`src/flwq_pkg.sv`:
```
// Package for the fixed-length walk query block.
// Holds the sequencer state type, the cell control word and field widths.
// Depends on nothing; the cell and the top level import it.
package flwq_pkg;

    // Widths of the input fields.
    localparam int NODE_W = 3;
    localparam int LEN_W  = 8;

    // Sequencer states.
    typedef enum logic [1:0] {
        ST_IDLE,
        ST_RUN,
        ST_FIN
    } t_state;

    // Control word broadcast from the sequencer to every cell.
    typedef struct packed {
        logic wr_en;   // set one adjacency bit in the selected row
        logic load;    // start a frontier holding only the selected node
        logic step;    // replace the frontier bit by the next-step bit
        logic clear;   // empty the frontier
    } t_cell_ctl;

endpackage

```
`src/flwq_cell.sv`:
```
// One node cell: holds the node's outgoing adjacency row and its frontier bit.
// Passes the running union of frontier rows on to the next cell of the chain.
// Depends on flwq_pkg.
module flwq_cell #(
    parameter int NODE_COUNT = 8
) (
    input  logic                     i_clk,
    input  logic                     i_rst_n,
    input  flwq_pkg::t_cell_ctl      i_ctl,
    input  logic                     i_sel,
    input  logic [flwq_pkg::NODE_W-1:0] i_col,
    input  logic                     i_next_bit,
    input  logic [NODE_COUNT-1:0]    i_acc,
    output logic [NODE_COUNT-1:0]    o_acc,
    output logic                     o_front
);
    import flwq_pkg::*;

    logic [NODE_COUNT-1:0] r_row;
    logic [NODE_COUNT-1:0] n_row;
    logic                  r_front;
    logic                  n_front;

    // Row update: set the addressed column when this row is selected.
    always_comb begin
        n_row = r_row;
        for (int c = 0; c < NODE_COUNT; c++) begin
            if (i_ctl.wr_en && i_sel && (int'(i_col) == c)) begin
                n_row[c] = 1'b1;
            end
        end
    end

    // Frontier bit update.
    always_comb begin
        n_front = r_front;
        if (i_ctl.clear) begin
            n_front = 1'b0;
        end else if (i_ctl.load) begin
            n_front = i_sel;
        end else if (i_ctl.step) begin
            n_front = i_next_bit;
        end
    end

    always_ff @(posedge i_clk) begin
        if (!i_rst_n) begin
            r_row   <= '0;
            r_front <= 1'b0;
        end else begin
            r_row   <= n_row;
            r_front <= n_front;
        end
    end

    // Add this row to the union when the node is in the frontier.
    assign o_acc   = i_acc | (r_front ? r_row : '0);
    assign o_front = r_front;

endmodule

```
`src/fixed_length_walk_query_top.sv`:
```
// Top level of the fixed-length walk query block.
// Holds the sequencer, the output register and the chain of node cells.
// Depends on flwq_pkg and flwq_cell.
//
//   channel | direction | handshake          | fields
//   --------+-----------+--------------------+-------------------------------------
//   input   | in        | i_valid / o_ready  | i_mode, i_node_a, i_node_b, i_walk_length
//   result  | out       | o_valid / i_ready  | o_walk_exists
//
// An add-edge word gives no result.
// A query loads its start node into the frontier, makes one walk step per cycle
// (walk_length steps, fewer when the frontier empties), then moves its answer into
// the output register; a query that answers at once (bad node, zero or too long a
// walk) goes straight to its final state. The cell chain forms each next frontier.
// Reset is synchronous and active low; it clears the graph and the frontier.
// A result waiting in the output register does not block the next input word; a
// finished query waits in its final state only while the output register is full.
module fixed_length_walk_query_top #(
    parameter int NODE_COUNT      = 8,
    parameter int MAX_WALK_LENGTH = 255
) (
    input  logic                          i_clk,
    input  logic                          i_rst_n,
    input  logic                          i_valid,
    output logic                          o_ready,
    input  logic                          i_mode,
    input  logic [flwq_pkg::NODE_W-1:0]   i_node_a,
    input  logic [flwq_pkg::NODE_W-1:0]   i_node_b,
    input  logic [flwq_pkg::LEN_W-1:0]    i_walk_length,
    output logic                          o_valid,
    input  logic                          i_ready,
    output logic                          o_walk_exists
);
    import flwq_pkg::*;

    t_state                r_state;
    t_state                n_state;
    logic [LEN_W-1:0]      r_steps;
    logic [LEN_W-1:0]      n_steps;
    logic [NODE_W-1:0]     r_dst;
    logic [NODE_W-1:0]     n_dst;
    logic                  r_result;
    logic                  n_result;
    logic                  r_out_valid;
    logic                  r_out_data;
    t_cell_ctl             ctl;
    logic                  in_range;
    logic                  len_bad;
    logic                  out_load;
    logic                  dst_hit;
    logic [NODE_COUNT-1:0] next_vec;
    logic [NODE_COUNT-1:0] cell_sel;
    logic [NODE_COUNT-1:0] front_vec;
    logic [NODE_COUNT-1:0] acc [NODE_COUNT+1];

    // Checks on the incoming word.
    assign in_range = (int'(i_node_a) < NODE_COUNT) && (int'(i_node_b) < NODE_COUNT);
    assign len_bad  = (i_walk_length == '0) ||
                      (int'(i_walk_length) > MAX_WALK_LENGTH);

    // Chain of node cells; the union of frontier rows ripples down the chain.
    assign acc[0] = '0;
    for (genvar g = 0; g < NODE_COUNT; g++) begin : g_cell
        assign cell_sel[g] = (int'(i_node_a) == g);

        flwq_cell #(
            .NODE_COUNT (NODE_COUNT)
        ) u_cell (
            .i_clk      (i_clk),
            .i_rst_n    (i_rst_n),
            .i_ctl      (ctl),
            .i_sel      (cell_sel[g]),
            .i_col      (i_node_b),
            .i_next_bit (next_vec[g]),
            .i_acc      (acc[g]),
            .o_acc      (acc[g+1]),
            .o_front    (front_vec[g])
        );
    end
    assign next_vec = acc[NODE_COUNT];

    // Destination bit of the next frontier.
    always_comb begin
        dst_hit = 1'b0;
        for (int c = 0; c < NODE_COUNT; c++) begin
            if (int'(r_dst) == c) begin
                dst_hit = dst_hit | next_vec[c];
            end
        end
    end

    // A finished query moves to the output register when it is free.
    assign out_load = (r_state == ST_FIN) && (!r_out_valid || i_ready);
    assign o_ready  = (r_state == ST_IDLE);

    // Sequencer: next state and cell control.
    always_comb begin
        n_state  = r_state;
        n_steps  = r_steps;
        n_dst    = r_dst;
        n_result = r_result;
        ctl      = '0;
        unique case (r_state)
            ST_IDLE: begin
                if (i_valid) begin
                    if (!i_mode) begin
                        ctl.wr_en = in_range;
                    end else if (!in_range || len_bad) begin
                        ctl.clear = 1'b1;
                        n_result  = 1'b0;
                        n_state   = ST_FIN;
                    end else begin
                        ctl.load = 1'b1;
                        n_steps  = i_walk_length;
                        n_dst    = i_node_b;
                        n_state  = ST_RUN;
                    end
                end
            end
            ST_RUN: begin
                ctl.step = 1'b1;
                n_steps  = r_steps - LEN_W'(1);
                if ((r_steps == LEN_W'(1)) || (front_vec == '0) || (next_vec == '0)) begin
                    n_result = dst_hit;
                    n_state  = ST_FIN;
                end
            end
            ST_FIN: begin
                if (out_load) begin
                    n_state = ST_IDLE;
                end
            end
            default: begin
                n_state = ST_IDLE;
            end
        endcase
    end

    // Sequencer registers.
    always_ff @(posedge i_clk) begin
        if (!i_rst_n) begin
            r_state <= ST_IDLE;
        end else begin
            r_state <= n_state;
        end
    end

    always_ff @(posedge i_clk) begin
        r_steps  <= n_steps;
        r_dst    <= n_dst;
        r_result <= n_result;
    end

    // Output register.
    always_ff @(posedge i_clk) begin
        if (!i_rst_n) begin
            r_out_valid <= 1'b0;
        end else if (out_load) begin
            r_out_valid <= 1'b1;
        end else if (i_ready) begin
            r_out_valid <= 1'b0;
        end
    end

    always_ff @(posedge i_clk) begin
        if (out_load) begin
            r_out_data <= r_result;
        end
    end

    assign o_valid       = r_out_valid;
    assign o_walk_exists = r_out_data;

endmodule

```
`config.mk`:
```
export PLATFORM = sky130hd
export DESIGN_NAME = fixed_length_walk_query_top
export DESIGN_NICKNAME = d
export VERILOG_FILES = /design/src/flwq_pkg.sv /design/src/flwq_cell.sv /design/src/fixed_length_walk_query_top.sv
export SDC_FILE = /design/constraint.sdc
export NUM_CORES = 1
export LEC_CHECK = 0
export ABC_AREA = 1
export BUFFER_PORTS_ARGS = -buffer_cell sky130_fd_sc_hd__buf_4
export CAP_MARGIN = 20
export CORE_UTILIZATION = 60
export CTS_BUF_LIST = sky130_fd_sc_hd__clkbuf_4
export CTS_CLUSTER_DIAMETER = 40
export DETAILED_ROUTE_END_ITERATION = 12
export GPL_ROUTABILITY_DRIVEN = 0
export MAX_ROUTING_LAYER = met4
export PLACE_DENSITY_LB_ADDON = 0.2
export SYNTH_ARGS = -nofsm -noshare
export SYNTH_HDL_FRONTEND = slang
export SYNTH_SLANG_ARGS = --single-unit
export TNS_END_PERCENT = 30
```
`constraint.sdc`:
```
create_clock -name i_clk -period 2.9 [get_ports i_clk]
set_input_delay 0.58 -clock i_clk [delete_from_list [all_inputs] [get_ports i_clk]]
set_output_delay 0.58 -clock i_clk [all_outputs]
set_load 0.02 [all_outputs]
```
==> summary.md <==
| Metric | Value |
|---|---|
| Peak Freq | ~490 MHz |
| DR pass1 iterations | 5 |
| CTS tree | built |
| Clock share of power | 34.4% |
| Post-route clock skew | around 0.013 ns |
| Cells after Synth | 581 |
| Mean Syn Cell Area | around 7.2 um2 |
| Max cap viols | 0 |
| Worst Max-Slew Pin Slew | 0.761 ns |
| Slowest CP cell | dfxtp_1 |
| Routed Antenna Nets | 0 |
| # resized after CTS | 0 |
| Filler Cells Inserted | between 500 and 600 |
| Clk_lat worst skew | ~0.42 ns |
| Cell Area, Synth | 4160 um2 |
| Core box area | approximately 6500 um2 |
| Via count of the first global-routing pass | 3449 |
| Min-delay worst type | input port to flop |
| GR Overflow Total | 0 |
| Setup TNS Final | 0 ns |
| Largest stage delay, worst path | 0.47 ns |
| Synth warn | 0 |
| Min-delay src | i_rst_n |
| Die W | 85.3 um |
| Status | completed |
| Postcts setup bufs | 0 |
| CP Class | flop to flop |
| Crit path cell chain | nand2_1, nand2_1, nor2_1, nand2_1, nor2_1, nand2_1, o21ai_1, nor3b_1 |
| Switching share of power | between 20% and 30% |
| Total chip power | 2.28 mW |
| Arrival time worst endpoint | 2.16 ns |
| Largest net degree at the start of global routing | 66 |
| Finished Layout Cells | 685 |
| P_sw | roughly 0.56 mW |
| Die H | 85.3 um |
| Diode count | 0 |
| DRT iter0 DRCs | 297 |
| First-pass GRT wire length | ~16 mm |
| Unrepaired setup endpoints after global routing | no |
| Clock Tree Buf Depth | 2 |
| Max-slew headroom | 48.9% |
| Worst-path clk slew | 0.13 ns |
| Cell variety after synth | 28 |
| Setup crit end kind | flop |
| Worst Hold Path EP | o_valid$_SDFFE_PN0P_ |
| Total placed cells including tap cells | 669 |
| Fin. max-slew vios | 0 |
| Vias | 3714 |
| Routed wire length | between 9 and 10 mm |
| Startpoint types | flop |
| LEAKAGE | about 1.8 nW |
| CTS sink count | 88 |
| Die area | between 7000 and 8000 um2 |
| CTS buffer count | 9 |
| CP dominant cell by count | nand2_1 |
| Routed length per instance | around 14 um |
| Sequential power share | between 50% and 60% |
| Combinational cell fraction of total power | 9.0% |
| R2R setup slack | 0.87 ns |
| Int Power | around 1.7 mW |
| H-tree depth | 3 |
| Reg2Reg Depth | 8 |
| # IOs | 22 |
| Clock root buffer | clkbuf_4 |
| #FFs+latches synth | 88 |
| Final min period | 2.03 ns |
| IO Port Bufs | 21 |
| FP Rows | 29 |
| Req. time, crit path | 3.02 ns |
| Final period util | a little over two thirds |
| Mapped Nets | 602 |
| Register area share after synthesis | 45.4% |
| DP HPWL | 6.79 mm |
| Final nets | 624 |
| Max FO, Critical Path | 10 |
| Pwr dens | 498 nW/um2 |
| Vias per Instance | 5.42 |
| Worst r2r dst | r_result$_SDFFCE_PN0P_ |
| Area growth syn-to-layout | 9.83% |
| Hold depth | 2 |
| Hold Buf Count CTS | 0 |
| RR Startpoint | g_cell[7].u_cell.o_front$_SDFFE_PP0P_ |
| Endpoints failing setup | 0 |
| GRT Total Usage | around 29% |
| Initial antenna violation count | 0 |
| # DRC | 0 |
| Final Hold Viols | 0 |
| Initial Utilization | approximately 64% |
| Layout cell share with drive strength beyond 1 | approximately a tenth |
| VDD IR max | ~0.27 mV |
worst max-delay path: cells and delay by family, from the launching register on:
kind             cells  cell delay, ns
flip-flops           1            0.47
AND/OR/NAND/NOR      7            0.97
AO/OA/AOI/OAI        1            0.29
cell usage after synthesis, drive strengths merged:
| cell type | instances | area (um2) |
|---|---|---|
| nor4 | 8 | 170 |
| xnor2 | 1 | 8.76 |
| nand3 | 11 | 55.1 |
| nand4 | 10 | 62.6 |
| o21a | 1 | 7.51 |
| clkinv | 1 | 3.75 |
| nand2 | 206 | 773 |
| ha | 2 | 25.0 |
| a31oi | 10 | 62.6 |
| a21oi | 68 | 340 |
| nor2 | 43 | 171 |
| nor3 | 9 | 45.0 |
| nor3b | 1 | 7.51 |
| a22o | 1 | 8.76 |
| dfxtp | 75 | 1500 |
| buf | 11 | 55.1 |
| edfxtp | 13 | 390 |
| xor2 | 5 | 43.8 |
| inv | 81 | 307 |
| nand3b | 2 | 27.5 |
| clkbuf | 10 | 37.5 |
| o21ai | 12 | 60.1 |
area by class of cell:
type                       count  area [um2]  share of cell area, %
clock buffer                  13        97.6                   2.13
sequential                    88        1890                   41.4
inverter                      82         310                   6.79
clock inverter                 3        67.6                   1.48
tap                           77        96.3                   2.11
timing repair buffer          32         240                   5.25
multi-input combinational    390        1870                   40.9
power by group through the flow:
stage / Combinational (mW) / Clock, mW / Sequential (mW)
global route: 0.226 / 0.841 / 1.29
global placement: 0.198 / 0 / 1.31
finish: 0.206 / 0.785 / 1.29
detailed placement: 0.204 / 0 / 1.32
floorplan: 0.137 / 0 / 1.31
CTS: 0.205 / 0.797 / 1.29
metrics by stage:
stage / utilization (%) / setup WS [ns] / cell area, um2 / hold WS (ns)
finish: 70.0 / 0.865 / 4570 / 0.387
global route: 70.0 / 0.761 / 4570 / 0.381
CTS: 70.0 / 0.888 / 4570 / 0.379
detailed placement: 67.5 / 0.779 / 4410 / 0.416
global placement: 67.5 / 0.857 / 4410 / 0.416
floorplan: - / 1.14 / 4160 / 0.400
how the worst max path moves through the flow:
stage / start / end / slack, ns / cells after the start
2_1_floorplan: i_walk_length[0] / r_steps[0]$_DFFE_PP_ / 1.14 / 6
3_3_place_gp: i_walk_length[0] / r_steps[1]$_DFFE_PP_ / 0.86 / 7
3_5_place_dp: i_walk_length[0] / r_steps[1]$_DFFE_PP_ / 0.78 / 7
4_1_cts: g_cell[4].u_cell.o_front$_SDFFE_PP0P_ / r_result$_SDFFCE_PN0P_ / 0.89 / 8
5_1_grt: g_cell[6].u_cell.o_front$_SDFFE_PP0P_ / r_result$_SDFFCE_PN0P_ / 0.76 / 8
6_report: g_cell[7].u_cell.o_front$_SDFFE_PP0P_ / r_result$_SDFFCE_PN0P_ / 0.87 / 8
kinds of logic after synthesis:
kind of cell / Yosys count / share of synthesized area (%)
AND/OR/NAND/NOR: 290 / 31.5
buffers and inverters: 103 / 9.68
AO/OA/AOI/OAI: 92 / 11.5
flip-flops: 88 / 45.4
XOR/XNOR: 6 / 1.26
adder cells (fa/ha/maj): 2 / 0.601
cells in the final DEF (no fill, tap or decap):
cell type,netlist,final
nand2_1,206,206
inv_1,77,76
dfxtp_1,75,75
a21oi_1,68,68
nor2_1,41,41
buf_4,0,32
clkbuf_4,0,13
edfxtp_1,13,13
nand3_1,11,11
nand4_1,10,10
a31oi_1,10,10
nor3_1,9,9
o21ai_0,9,9
nor4_4,8,8
xor2_1,5,5
o21ai_1,3,3
inv_2,3,3
clkinv_1,1,2
ha_1,2,2
bufinv_16,0,2
nand3b_1,1,1
xnor2_1,1,1
nor2_4,1,1
nor2_2,1,1
nor3b_1,1,1
nand3b_4,1,1
inv_4,1,1
a22o_1,1,1
o21a_1,1,1
clkinvlp_4,0,1
sequential cells by signal (all words and copies together) (netlist names):
register	cells
r_dst	3
o_valid	1
g_cell.u_cell.o_front	8
r_steps	8
r_state	2
g_cell.u_cell.r_row	64
r_result	1
o_walk_exists	1
per-layer routing:
| metal | GRT usage, % | vias up | part of all wire [%] |
|---|---|---|---|
| met1 | 35.6 | 1693 | 43 |
| met3 | 4.18 | 20 | 7.1 |
| met4 | 11.1 | 0 | 2.0 |
| met2 | 48.6 | 128 | 48 |
| met5 | - | - | 0 |
| li1 | - | 1873 | - |
Note: power is estimated with default switching activity, not from simulation.
